[config.mk]
export PLATFORM = sky130hd
export DESIGN_NAME = c8x_ctrl
export DESIGN_NICKNAME = d
export VERILOG_FILES = /design/src/rtl/c8x_pkg.sv /design/src/rtl/c8x_ctrl.sv
export SDC_FILE = /design/constraint.sdc
export NUM_CORES = 1
export LEC_CHECK = 0
export BUFFER_PORTS_ARGS = -buffer_cell sky130_fd_sc_hd__buf_2
export CORE_UTILIZATION = 49
export CTS_CLUSTER_SIZE = 14
export DETAILED_ROUTE_END_ITERATION = 16
export GPL_TIMING_DRIVEN = 0
export PLACE_DENSITY = 0.92
export SLEW_MARGIN = 20
export SYNTH_ARGS = -nofsm -noshare
export SYNTH_HDL_FRONTEND = slang
export SYNTH_SLANG_ARGS = --single-unit
export TNS_END_PERCENT = 1
[constraint.sdc]
create_clock -name clk -period 3.9 [get_ports clk]
set_input_delay 0.585 -clock clk [delete_from_list [all_inputs] [get_ports clk]]
set_output_delay 0.585 -clock clk [all_outputs]
set_load 0.02 [all_outputs]
[src/rtl/c8x_pkg.sv]
`default_nettype none
package c8x_pkg;

	// command codes
	localparam logic [1:0] CMD_EXEC  = 2'd0;
	localparam logic [1:0] CMD_WRITE = 2'd1;
	localparam logic [1:0] CMD_READ  = 2'd2;
	localparam logic [1:0] CMD_ROW   = 2'd3;

	// configuration register indexes
	localparam logic REG_VWRAP = 1'b0;
	localparam logic REG_FONT  = 1'b1;

	localparam int CFG_W = 12;

	typedef struct packed {
		logic [1:0]  cmd;
		logic [15:0] opcode;
		logic [15:0] key_mask;
		logic [7:0]  random_byte;
		logic [11:0] mem_addr;
		logic [7:0]  write_byte;
	} c8x_in_t;

	typedef struct packed {
		logic [15:0] next_pc;
		logic [15:0] index_value;
		logic [7:0]  flag_value;
		logic [63:0] read_value;
		logic [7:0]  delay_value;
		logic [7:0]  sound_value;
	} c8x_out_t;

	// controller -> datapath commands
	typedef struct packed {
		logic       latch;     // capture input item
		logic       exec;      // single-cycle register op
		logic       clr_row;   // clear screen row at step counter
		logic       mem_rd;    // issue memory read at computed address
		logic       mem_wr;    // write memory at computed address
		logic       load_reg;  // FX65: reg[step] <= mem data
		logic       row_rd;    // read screen row (sprite line or row read)
		logic       row_wr;    // write back xored row
		logic       step_clr;
		logic       step_inc;
		logic       done;      // drive result
	} c8x_ctl_t;

	// datapath -> controller status
	typedef struct packed {
		logic [1:0] cmd;
		logic [3:0] op_hi;
		logic [7:0] nn;
		logic [3:0] x;
		logic [3:0] n;
		logic [6:0] step;
	} c8x_sts_t;

endpackage
`default_nettype wire

[src/rtl/c8x_ctrl.sv]
`default_nettype none
module c8x_ctrl
	import c8x_pkg::*;
#(
	parameter int SCREEN_H = 32
) (
	input  wire logic     clk,
	input  wire logic     arst_n,
	input  wire logic     start,
	output logic          busy,
	input  wire c8x_sts_t sts,
	output c8x_ctl_t      ctl
);

	localparam logic [3:0] S_IDLE  = 4'd0;
	localparam logic [3:0] S_DEC   = 4'd1;
	localparam logic [3:0] S_CLS   = 4'd2;
	localparam logic [3:0] S_RD    = 4'd3;   // memory read data registered
	localparam logic [3:0] S_RDW   = 4'd4;   // memory data valid
	localparam logic [3:0] S_BCD   = 4'd5;
	localparam logic [3:0] S_ST    = 4'd6;
	localparam logic [3:0] S_LD    = 4'd7;
	localparam logic [3:0] S_LDW   = 4'd8;
	localparam logic [3:0] S_SPR   = 4'd9;
	localparam logic [3:0] S_SPRW  = 4'd10;
	localparam logic [3:0] S_SPRX  = 4'd11;
	localparam logic [3:0] S_DONE  = 4'd12;

	logic [3:0] state_q, state_d;

	always_ff @(posedge clk or negedge arst_n) begin
		if (!arst_n) begin
			state_q <= S_IDLE;
		end else begin
			state_q <= state_d;
		end
	end

	assign busy = (state_q != S_IDLE);

	// next state and commands
	always_comb begin
		state_d = state_q;
		ctl = '0;
		case (state_q)
			S_IDLE: begin
				if (start) begin
					ctl.latch = 1'b1;
					state_d = S_DEC;
				end
			end
			S_DEC: begin
				ctl.step_clr = 1'b1;
				state_d = S_DONE;
				if (sts.cmd == CMD_EXEC) begin
					ctl.exec = 1'b1;
					if (sts.op_hi == 4'h0 && sts.nn == 8'hE0 && sts.x == 4'h0) begin
						state_d = S_CLS;
					end else if (sts.op_hi == 4'hD) begin
						state_d = (sts.n == 4'h0) ? S_DONE : S_SPR;
					end else if (sts.op_hi == 4'hF && sts.nn == 8'h33) begin
						state_d = S_BCD;
					end else if (sts.op_hi == 4'hF && sts.nn == 8'h55) begin
						state_d = S_ST;
					end else if (sts.op_hi == 4'hF && sts.nn == 8'h65) begin
						state_d = S_LD;
					end
				end else if (sts.cmd == CMD_WRITE) begin
					ctl.mem_wr = 1'b1;
				end else if (sts.cmd == CMD_READ) begin
					ctl.mem_rd = 1'b1;
					state_d = S_RD;
				end else begin
					ctl.row_rd = 1'b1;
					state_d = S_RD;
				end
			end
			S_CLS: begin
				ctl.clr_row = 1'b1;
				ctl.step_inc = 1'b1;
				if (sts.step == 7'(SCREEN_H - 1)) begin
					state_d = S_DONE;
				end
			end
			S_RD: state_d = S_RDW;
			S_RDW: begin
				ctl.done = 1'b1;
				state_d = S_IDLE;
			end
			S_BCD: begin
				ctl.mem_wr = 1'b1;
				ctl.step_inc = 1'b1;
				if (sts.step == 7'd2) begin
					state_d = S_DONE;
				end
			end
			S_ST: begin
				ctl.mem_wr = 1'b1;
				ctl.step_inc = 1'b1;
				if (sts.step[3:0] == sts.x) begin
					state_d = S_DONE;
				end
			end
			S_LD: begin
				ctl.mem_rd = 1'b1;
				state_d = S_LDW;
			end
			S_LDW: begin
				ctl.load_reg = 1'b1;
				ctl.step_inc = 1'b1;
				state_d = (sts.step[3:0] == sts.x) ? S_DONE : S_LD;
			end
			S_SPR: begin
				ctl.mem_rd = 1'b1;
				ctl.row_rd = 1'b1;
				state_d = S_SPRW;
			end
			S_SPRW: state_d = S_SPRX;
			S_SPRX: begin
				ctl.row_wr = 1'b1;
				ctl.step_inc = 1'b1;
				state_d = (sts.step[3:0] == sts.n - 4'd1) ? S_DONE : S_SPR;
			end
			S_DONE: begin
				ctl.done = 1'b1;
				state_d = S_IDLE;
			end
			default: state_d = S_IDLE;
		endcase
	end

	// a result is only given while working
	a_done_busy: assert property (@(posedge clk) disable iff (!arst_n)
		ctl.done |-> busy) else $error("result outside of an item");
	// accept leads to decode
	a_latch: assert property (@(posedge clk) disable iff (!arst_n)
		ctl.latch |=> state_q == S_DEC) else $error("missed decode");
	// done returns to idle
	a_idle: assert property (@(posedge clk) disable iff (!arst_n)
		ctl.done |=> !busy) else $error("not idle after result");

endmodule
`default_nettype wire

Word-level counts from Yosys, hierarchy flattened
Cells that the tools add are included.

Add/subtract/negate cells: 1. Equal/unequal tests: 28. Muxes and demuxes: 35. Reductions and logical operators: 16.

Operators by type and width (number): 2-to-1 mux 4 bit (12); case mux 4 bit (11 select lines) (1); == test 4 bit (second input constant) (7); == test 4 x 3 -> 1 bit (second input constant) (4); == test 8 x 7 -> 1 bit (second input constant) (2); zero test 4 bit (4); 2-to-1 mux 1 bit (16); == test 4 x 2 -> 1 bit (second input constant) (2); == test 4 bit (2); == test 8 x 6 -> 1 bit (second input constant) (1); == test 8 bit (second input constant) (1); != test 2 bit (second input constant) (4); == test 7 x 2 -> 1 bit (second input constant) (1); == test 7 x 5 -> 1 bit (second input constant) (1); 2-to-1 mux 3 bit (2); case mux 1 bit (2 select lines) (3); OR reduction 2 bit (3); logical AND 1 bit (5); OR reduction 5 bit (1); == test 4 x 1 -> 1 bit (second input constant) (1); AND reduction 4 bit (1); nonzero test 4 bit (1); subtractor 4 x 1 -> 4 bit (second input constant) (1); == test 2 x 1 -> 1 bit (second input constant) (1); other kinds (3) (3).

Bits in registers: 4. Input bits: 32. Output and inout bits: 12. Logic and storage cells: 81.

Longest topological paths before layout
Gate-level depths: netlist of run 1.

Word-level depth: 9. Gate-level depth with buffers: 7.

Worst setup path after synthesis of run 1
Ideal clock, no wire load.

Path type: register to output. From: register state_q[1]. To: output port ctl[9] (netlist name). Data arrival time: 1.502 ns. Setup slack: 1.813 ns. Cell stages (with the launch flop): 4. Path buffers: 1. Cells stage by stage: dfrtp_1 > clkbuf_4 > or4b_4 > nor3_1.

RTL lines: from (decl) (line c8x_ctrl.sv:29) `logic [3:0] state_q, state_d;`; from (signal assigned) (line c8x_ctrl.sv:35) `state_q <= state_d;`; to (decl) (line c8x_ctrl.sv:12) `output c8x_ctl_t ctl`.

==> impl_metrics.csv, run 1 <==
group,metric,value,unit
grt,grt_usage,28.1,%
flow_run,maxCapViolCount,0,
finish,largest_reg_flops,4,
synth,avgSynthCellArea,7.59,um^2
critical_path,crit_fanout,10,
routing,drc,0,
floorplan,start_util,51.9,%
finish,antenna_cells,0,
critical_path,cpPeakStageDelay,540,ps
clock_network,cts_root_buf,"clkbuf_4",
routing,dr.pass1.iters,4,
floorplan,ioPinCount,44,
synth,seq_area_frac_synth,11.2,%
worst_hold_path,worstHoldPathType,"input pin to asynchronous set/reset pin",
place,io_buffers,43,
critical_path,cpLargestDelayFamily,"simple AND/OR/NAND/NOR gates",
timing,skew,3.42,ps
synth,synth_area,896,um^2
synth,synth_top_area_share,11.2,%
clock_network,worstSkewPairLatency,230,ps
critical_path,cp_num_buf_inv,2,
critical_path,arrival,1670,ps
floorplan,core,0.00173,mm^2
routing,wl_per_cell,14.3,um
pwr,peakVddDrop,243,uV
critical_path,critPathKind,"flop to output pin",
timing,fin_setup_tns,0,ps
timing,slew_viol_final,0,
floorplan,die-area,0.00200,mm^2
synth,synthCells,118,
timing,rsz0062_at_grt,"no",
synth,yosysUniqueCellTypes,54,
critical_path,crit_required,3310,ps
grt,first_global_vias,1055,
timing,timing.final.crit_share,57.9,%
pwr,power,609,uW
timing,finalHoldViolCount,0,
synth,synth_area_leaders,"dfrtp_1 11%, a21oi_1 5.0%, xor2_1 4.9%",
timing,fmax,443,MHz
critical_path,path_cells,"clkbuf_4 -> or4b_4 -> nor3_1 -> buf_2",
clock_network,post_cts_buffers,0,
clock_network,tritoncts,"done",
pwr,seqPwrFrac,13.7,%
pwr,p_sw_share,51.4,%
place,gp_congestion,0.880,
critical_path,endpoint_kind,"output pin",
critical_path,critPathSlowestCell,"or4b_4",
timing,layout_min_cycle_time,2260,ps
timing,finalSetupViolations,0,
synth,syn_nets,151,
synth,synth-edff-count,0,
clock_network,cts-resized-gates,0,
pwr,leakagePower,0.000531,uW
clock_network,clockBufferDepth,2,
pwr,p_sw,313,uW
clock_network,clock-sinks,4,
routing,vias,1146,
run_status,outcome,"completed",
place,hpwlAfterDp,2.27,mm
pwr,p_comb_share,78.0,%
grt,grt_pass1_wl,4.27,mm
synth,synth_area_leader_cell,"dfrtp_1",
finish,drive_gt1_share,37.8,%
routing,first_iter_violations,36,
clock_network,path_clk_slew,40,ps
finish,reg.largest.list,"state_q (4)",
clock_network,hold_buffers,0,
routing,ant_nets,0,
grt,grt-ovfl-total,0,
floorplan,dieHeight,44.8,um
pwr,power_density,522,mW/mm^2
clock_network,cts_buffers,3,
finish,regMostFlops,"state_q",
floorplan,die_x,44.8,um
routing,wl,2.70,mm
synth,ys_seq_elements,4,
critical_path,critPathLaunchType,"flop",
finish,final_nets,199,
synth,synth_ff_type,"dfrtp_1",
synth,synthArstFlopShare,100,%
timing,slew_headroom,62.2,%
floorplan,rows,15,
pwr,p_int,296,uW
finish,fillerInstances,163,
clock_network,htree_levels,1,
routing,vias_per_cell,6.06,
pwr,clkPwrFrac,8.3,%
grt,grt_max_degree,11,
grt,antenna_found_initial,0,
synth,yosysWarnings,0,
finish,syn_to_final_growth,30.0,%
timing,tightest_slew,562,ps
==> cells in the mapped netlist (2+ instances only) <==
master	number
nor2_1	11
a21oi_1	9
inv_1	5
nand2_1	5
nor3_1	5
xor2_1	5
dfrtp_1	4
nand3_1	4
nor4_1	4
o21ai_0	4
xnor2_1	4
a31oi_1	3
nor2b_1	3
o211ai_1	3
o21ai_1	3
a21boi_0	2
buf_2	2
nand2b_1	2
nand4_1	2
nor4b_1	2
nor4bb_1	2
o31ai_1	2
==> power groups by stage <==
| stage | clock network, uW | logic, uW | registers [uW] |
|---|---|---|---|
| 3_5_place_dp | 0 | 467 | 81.5 |
| 3_3_place_gp | 0 | 453 | 79.1 |
| 4_1_cts | 50.0 | 470 | 81.2 |
| 2_1_floorplan | 0 | 350 | 75.4 |
| 6_report | 50.6 | 475 | 83.1 |
| 5_1_grt | 54.9 | 513 | 85.4 |
==> through the flow <==
stage          hold WS, ps  std cells  instance area, um^2  worst slack (ps)  utilization (%)
2_1_floorplan          289        118                  896              1810                -
3_3_place_gp           386        186                 1140              1820             66.2
3_5_place_dp           388        186                 1140              1720             66.2
4_1_cts                146        189                 1160              1650             67.5
5_1_grt                145        189                 1160              1580             67.5
6_report               143        189                 1160              1640             67.5
==> path summary, 6_finish.rpt <==
kind	from	end	slack (ps)	cells after the start
worst max-delay path	state_q[1]	ctl[9]	1640	4
worst min-delay path	arst_n	state_q[2]	140	1
worst max register to register	state_q[1]	state_q[2]	2080	6
worst min register to register	state_q[3]	state_q[1]	740	2
max in group asynchronous	arst_n	state_q[1]	3640	1
min in group clk	state_q[3]	state_q[1]	740	2
==> kinds of logic (layout without fill, tap and decap cells) <==
group,Yosys count,in the layout,share of synthesized area (%)
simple gates,55,55,39.0
buf+inv,10,56,6.15
fa+ha+maj,1,1,1.40
compound gates,38,38,30.9
xor+xnor,10,10,11.5
flops,4,4,11.2
==> final cells by class <==
class	instances	area [um^2]	area share, %
clock buffers	3	22.5	1.93
repair buffers	43	215	18.5
multi-input cells	104	741	63.6
well taps	25	31.3	2.69
plain buffers	5	36.3	3.11
inverters	5	18.8	1.61
flip-flops and latches	4	100	8.59
==> cells in the final DEF (no fill, tap or decap), types with 2 or more instances in the layout <==
master,n
xor2_1,5
a21boi_0,2
clkbuf_4,4
dfrtp_1,4
a31oi_1,3
nor4_1,4
nand2_1,5
o21ai_0,4
xnor2_1,4
a21oi_1,9
nor2b_1,3
nand3_1,4
nand2b_1,2
nor4b_1,2
nor3_1,5
buf_2,45
o211ai_1,3
nor4bb_1,2
nor2_1,11
o31ai_1,2
inv_1,5
o21ai_1,3
nand4_1,2
==> layer usage <==
metal	track usage (%)	vias to the layer above	routed length [um]
li1	-	544	-
met1	32.8	507	1040
met2	51.5	79	1380
met3	3.60	16	202
met4	11.5	0	80
met5	0	-	0
No activity file was read; power rests on OpenSTA's default activity.
==> inputs of run 2 (changes only) <==
ABC_AREA = 1   (was not set)
CORE_UTILIZATION = 41   (was 49)
PLACE_DENSITY = 0.82   (was 0.92)
clock period = 2 ns   (was 3.9 ns; I/O delays follow)
==> run 2 against run 1 <==
  * Sequential share of layout area decreased by 0.076 points
  * Combinational power increased by 73%
  * Register-to-register slack got worse by 1500 ps
  * Largest cell class unchanged
  * Wire length decreased by 21%
  * Cell count increased by 38%
  * Global-route usage decreased by 8.8 points
  * Core utilization decreased by 8.6 points
  * First-iteration DRC count increased by 2.8%
  * Setup slack got worse by 1500 ps
  * Die area increased by 20%
==> impl_metrics.csv, run 2 <==
group,metric,value,unit
synth,seq_area_frac_synth,11.0,%
finish,drive_gt1_share,28.2,%
synth,synth_area_leaders,"nand2_1 26%, nor2_1 14%, inv_1 13%",
synth,synthCells,187,
pwr,clkPwrFrac,9.3,%
critical_path,reg2reg_depth,10,
grt,antenna_found_initial,0,
critical_path,arrival,1550,ps
finish,antenna_cells,0,
pwr,p_int,473,uW
timing,worst_slack,147,ps
run_status,outcome,"completed",
synth,yosysUniqueCellTypes,23,
place,gp_congestion,0.943,
critical_path,rr_startpoint,"state_q[3]",
timing,slew_headroom,81.2,%
pwr,leakagePower,0.000755,uW
synth,synth_commonest_cells,"62 x nand2_1, 35 x nor2_1, 32 x inv_1",
clock_network,clockBufferDepth,2,
grt,first_global_vias,1014,
place,hpwlAfterDp,1.83,mm
routing,vias_per_cell,4.60,
routing,dr.pass1.iters,4,
floorplan,die_x,49.0,um
timing,rsz0062_at_grt,"no",
grt,grt_pass1_wl,3.78,mm
grt,grt_max_degree,7,
critical_path,critPathKind,"flop to output pin",
finish,final_nets,269,
finish,finish.utilization,58.8,%
synth,avgSynthCellArea,4.85,um^2
place,io_buffers,43,
floorplan,core,0.00202,mm^2
timing,tightest_slew,282,ps
synth,synth_top_area_share,25.7,%
routing,vias,1201,
critical_path,crit_required,1700,ps
place,dp_cells,257,
critical_path,ff2ff_setup_slack,560,ps
clock_network,clock-sinks,4,
timing,finalSetupViolations,0,
routing,first_iter_violations,37,
clock_network,post_cts_buffers,0,
clock_network,tritoncts,"done",
routing,met2_length,912,um
synth,synth_area,907,um^2
finish,mostFrequentLayoutCells,"62 x nand2_1, 43 x buf_2, 35 x nor2_1",
routing,drc,0,
routing,wl,2.12,mm
timing,skew,8.33,ps
timing,finalHoldViolCount,0,
synth,synth_ff_type,"dfrtp_1",
floorplan,rows,16,
floorplan,dieHeight,49.0,um
synth,yosysWarnings,0,
floorplan,die-area,0.00240,mm^2
pwr,peakVddDrop,580,uV
synth,yosysMostFrequentCell,"nand2_1",
pwr,p_comb_share,75.5,%
timing,fmax,540,MHz
grt,grt_usage,19.3,%
synth,ys_seq_elements,4,
finish,fin_cells,261,
pwr,p_sw_share,56.5,%
finish,layout_commonest_cell,"nand2_1",
pwr,p_sw,613,uW
critical_path,rr_endpoint,"state_q[0]",
clock_network,cts_root_buf,"clkbuf_4",
synth,synth-edff-count,0,
floorplan,ioPinCount,44,
critical_path,crit_fanout,6,
routing,top_layer,"met4",
flow_run,maxCapViolCount,0,
routing,met3_length,150,um
synth,syn_nets,220,
timing,timing.final.crit_share,92.7,%
routing,wl_per_cell,8.13,um
routing,ant_nets,0,
timing,fin_setup_tns,0,ps
grt,grt-ovfl-total,0,
clock_network,path_clk_slew,40,ps
timing,slew_viol_final,0,
critical_path,endpoint_kind,"output pin",
clock_network,cts_buffers,3,
timing,layout_min_cycle_time,1850,ps
finish,syn_to_final_growth,31.2,%
worst_hold_path,worstHoldPathType,"input pin to asynchronous set/reset pin",
critical_path,cp-endpoint,"ctl[1]",
finish,largest_reg_flops,4,
critical_path,crit_path_start,"state_q[1]",
pwr,seqPwrFrac,15.3,%
routing,wl_met1,1.04,mm
synth,synth_area_leader_cell,"nand2_1",
critical_path,critPathLaunchType,"flop",
pwr,power_density,913,mW/mm^2
clock_network,htree_levels,1,
clock_network,worstSkewPairLatency,240,ps
place,place_ws,387,ps
floorplan,start_util,44.9,%
finish,regMostFlops,"state_q",
finish,reg.largest.list,"state_q (4)",
synth,synthArstFlopShare,100,%
## run 2: cell count changes in the layout (fill, tap and decap cells not counted), sizes merged, moves of 5 or more
cell   delta
nand2    +59
nor2     +31
o21ai     -5
inv      +33
nand3    +12
## run 2: repair_timing
item / 4_1_cts / 5_1_grt
setup endpoints to repair: 0 / 1
hold buffers: 1 / 0
resized for setup: 0 / 1
hold endpoints to repair: 4 / 0
## run 2: worst min-delay path by stage
stage	from	to	slack [ps]
after floorplan	arst_n	state_q[0]	4
after global placement	arst_n	state_q[2]	110
after detailed placement	arst_n	state_q[2]	110
after CTS	arst_n	state_q[2]	390
after global routing	arst_n	state_q[2]	410
final	arst_n	state_q[2]	400
## run 2: kinds of logic after synthesis
group / after synthesis / share of synthesized area, %
and+or+nand+nor: 130 / 61.4
buffers and inverters: 38 / 15.7
adders and majority gates: 1 / 1.38
AOI/OAI and AO/OA: 11 / 7.59
xor gates and xnor gates: 3 / 2.90
DFF: 4 / 11.0
## run 2: worst max-delay path, stage by stage, from the launching register on
cell and delay, ps:
dfrtp_1 420, inv_1 70, nand2_2 100, nor2_2 70
nor3_2 200, nand2_1 90, or2_1 210, buf_2 160
## run 2: metrics by stage
step / hold slack (ps) / area, um^2 / total power [uW]
2_1_floorplan: 4.41 / 907 / 764
3_3_place_gp: 105 / 1160 / 976
3_5_place_dp: 106 / 1160 / 981
4_1_cts: 387 / 1190 / 1090
5_1_grt: 408 / 1190 / 1210
6_report: 396 / 1190 / 1090
## run 2: area by class of cell
type | count | area [um^2]
Fill cell | 224 | 832
Multi-Input combinational cell | 145 | 664
Timing Repair Buffer | 44 | 225
Inverter | 38 | 143
Sequential cell | 4 | 101
Tap cell | 27 | 33.8
Clock buffer | 3 | 22.5
## run 2: layer usage
metal | track usage [%] | up-vias
li1 | - | 666
met4 | 4.41 | 0
met1 | 26.3 | 485
met5 | 0 | -
met3 | 3.74 | 4
met2 | 31.3 | 46
## run 2: power groups by stage
stage	clock, uW	combinational (uW)	sequential [uW]
floorplan	0	607	157
global placement	0	812	165
detailed placement	0	818	164
CTS	104	821	163
global route	111	920	174
finish	100	820	166
==> inputs of run 3 (changes only) <==
CORE_UTILIZATION = 46   (was 41)
PLACE_DENSITY = 0.87   (was 0.82)
clock period = 1.9 ns   (was 2 ns; I/O delays follow)
==> run 3 against run 2 <==
  * Sequential share of layout area about the same
  * Wire length rose by 7.4%
  * Register-to-register slack worse by 190 ps
  * First-iteration DRC count is 27% higher
  * Cell count down 0.38%
  * Clock power rose by 6%
  * Flip-flop and latch count stayed put
  * Combinational power up 11%
  * Critical path type unchanged
  * Clock skew fell by 3.4 ps
  * Count of clock-buffer cells in the layout did not move
  * Core utilization grew 9.0 points
  * Via count rose by 2.8%
==> impl_metrics.csv, run 3 (same netlist as run 2, synthesis figures left out) <==
group,metric,value,unit
run_status,outcome,"completed",
place,gp_congestion,0.905,
grt,grt_max_degree,7,
finish,reg.largest.list,"state_q (4)",
critical_path,path_common_cell,"nand2_2",
timing,layout_min_cycle_time,1860,ps
critical_path,crit_path_start,"state_q[1]",
clock_network,htree_levels,1,
finish,syn_to_final_growth,33.4,%
finish,regMostFlops,"state_q",
pwr,power_density,990,mW/mm^2
routing,wl,2.28,mm
timing,tightest_slew,269,ps
grt,first_global_vias,963,
routing,drc,0,
routing,vias,1235,
worst_hold_path,worstHoldPathType,"input pin to asynchronous set/reset pin",
place,io_buffers,43,
clock_network,clock-sinks,4,
clock_network,cts_buffers,3,
floorplan,start_util,50.9,%
timing,worst_slack,40.9,ps
critical_path,crit_fanout,6,
routing,first_iter_violations,47,
finish,layout_commonest_cell,"nand2_1",
timing,slew_headroom,82.0,%
place,place_ws,278,ps
grt,grt_pass1_wl,3.57,mm
critical_path,rr_startpoint,"state_q[3]",
finish,antenna_cells,0,
pwr,seqPwrFrac,15.3,%
floorplan,die_x,46.4,um
routing,dr.pass1.iters,4,
critical_path,cpPeakStageDelay,440,ps
timing,slew_viol_final,0,
routing,vias_per_cell,4.75,
floorplan,ioPinCount,44,
pwr,peakVddDrop,615,uV
place,hpwlAfterDp,1.87,mm
finish,drive_gt1_share,30.2,%
critical_path,path_cells,"nand2_2 -> inv_1 -> nand2_2 -> inv_2 -> nor3_4 -> nand2_1 -> or2_1 -> buf_2",
floorplan,dieHeight,46.4,um
clock_network,worstSkewPairLatency,240,ps
timing,fmax,538,MHz
critical_path,critPathSlowestCell,"dfrtp_2",
timing,rsz0062_at_grt,"yes",
timing,timing.final.crit_share,97.8,%
floorplan,die-area,0.00215,mm^2
clock_network,tritoncts,"done",
pwr,p_sw,678,uW
flow_run,maxCapViolCount,0,
grt,grt_usage,22.3,%
critical_path,endpoint_kind,"output pin",
pwr,power,1200,uW
pwr,clkPwrFrac,8.8,%
clock_network,cts_root_buf,"clkbuf_4",
critical_path,critPathLaunchType,"flop",
timing,skew,4.96,ps
finish,multi_input_area,678,um^2
clock_network,path_clk_slew,40,ps
floorplan,rows,15,
finish,final_nets,270,
critical_path,arrival,1570,ps
routing,ant_nets,0,
critical_path,critPathKind,"flop to output pin",
routing,wl_per_cell,8.76,um
pwr,p_sw_share,56.6,%
finish,largest_reg_flops,4,
pwr,p_comb_share,75.8,%
finish,fillerInstances,175,
finish,mostFrequentLayoutCells,"60 x nand2_1, 43 x buf_2, 34 x nor2_1",
pwr,leakagePower,0.000763,uW
finish,finish.utilization,67.9,%
grt,grt-ovfl-total,0,
critical_path,crit_required,1620,ps
grt,antenna_found_initial,0,
timing,finalHoldViolCount,0,
timing,finalSetupViolations,0,
clock_network,clockBufferDepth,2,
floorplan,core,0.00178,mm^2
finish,regArea,103,um^2
pwr,p_int,519,uW
run 3: cell count changes in the layout (fill, tap and decap cells not counted), sizes merged:
cell,change
buf,+1
run 3: per-stage QoR:
| stage | hold WS (ps) | cell area, um^2 | std cells | setup TNS [ps] |
|---|---|---|---|---|
| floorplan | -10.6 | 907 | 187 | 0 |
| global placement | 91.0 | 1150 | 255 | 0 |
| detailed placement | 92.8 | 1150 | 255 | 0 |
| CTS | 377 | 1190 | 259 | 0 |
| global route | 415 | 1210 | 260 | -80.2 |
| finish | 399 | 1210 | 260 | 0 |
run 3: final cells by class:
| cell class | instances | area share, % |
|---|---|---|
| clock buffer | 3 | 1.86 |
| multi-input combinational | 145 | 56.0 |
| timing repair buffer | 45 | 19.2 |
| inverter | 38 | 11.8 |
| tap | 25 | 2.59 |
| sequential | 4 | 8.48 |
run 3: final timing paths:
path | to | cells past startpoint | slack (ps)
max in group asynchronous | state_q[1] | 2 | 1370
min in group clk | state_q[3] | 4 | 420
setup / recovery | ctl[1] | 8 | 40
setup reg to reg | state_q[2] | 10 | 370
hold reg to reg | state_q[2] | 2 | 570
hold / removal | state_q[2] | 2 | 400
run 3: critical path: cells and delay by family, from the launching register on:
| kind | cells | cell delay [ps] |
|---|---|---|
| buf+inv | 3 | 270 |
| flops | 1 | 440 |
| simple gates | 5 | 630 |
run 3: repair_timing:
action / CTS / global route
endpoints found under the setup margin: 0 / 3
hold endpoints to repair: 4 / 0
hold buffers: 1 / 0
setup buffers: 0 / 1
gates resized for setup: 0 / 6
run 3: power by group through the flow:
stage	Combinational (uW)	Sequential (uW)	Clock, uW
CTS	866	172	110
global route	1010	191	116
finish	908	184	106
detailed placement	861	172	0
floorplan	639	165	0
global placement	853	172	0
run 3: metal layers:
metal | vias to the layer above | global-route usage [%] | routed length, um
met5 | - | 0 | 0
met4 | 0 | 2.35 | 0
met3 | 0 | 4.71 | 145
met2 | 46 | 36.7 | 1030
met1 | 525 | 30.5 | 1100
li1 | 664 | - | -
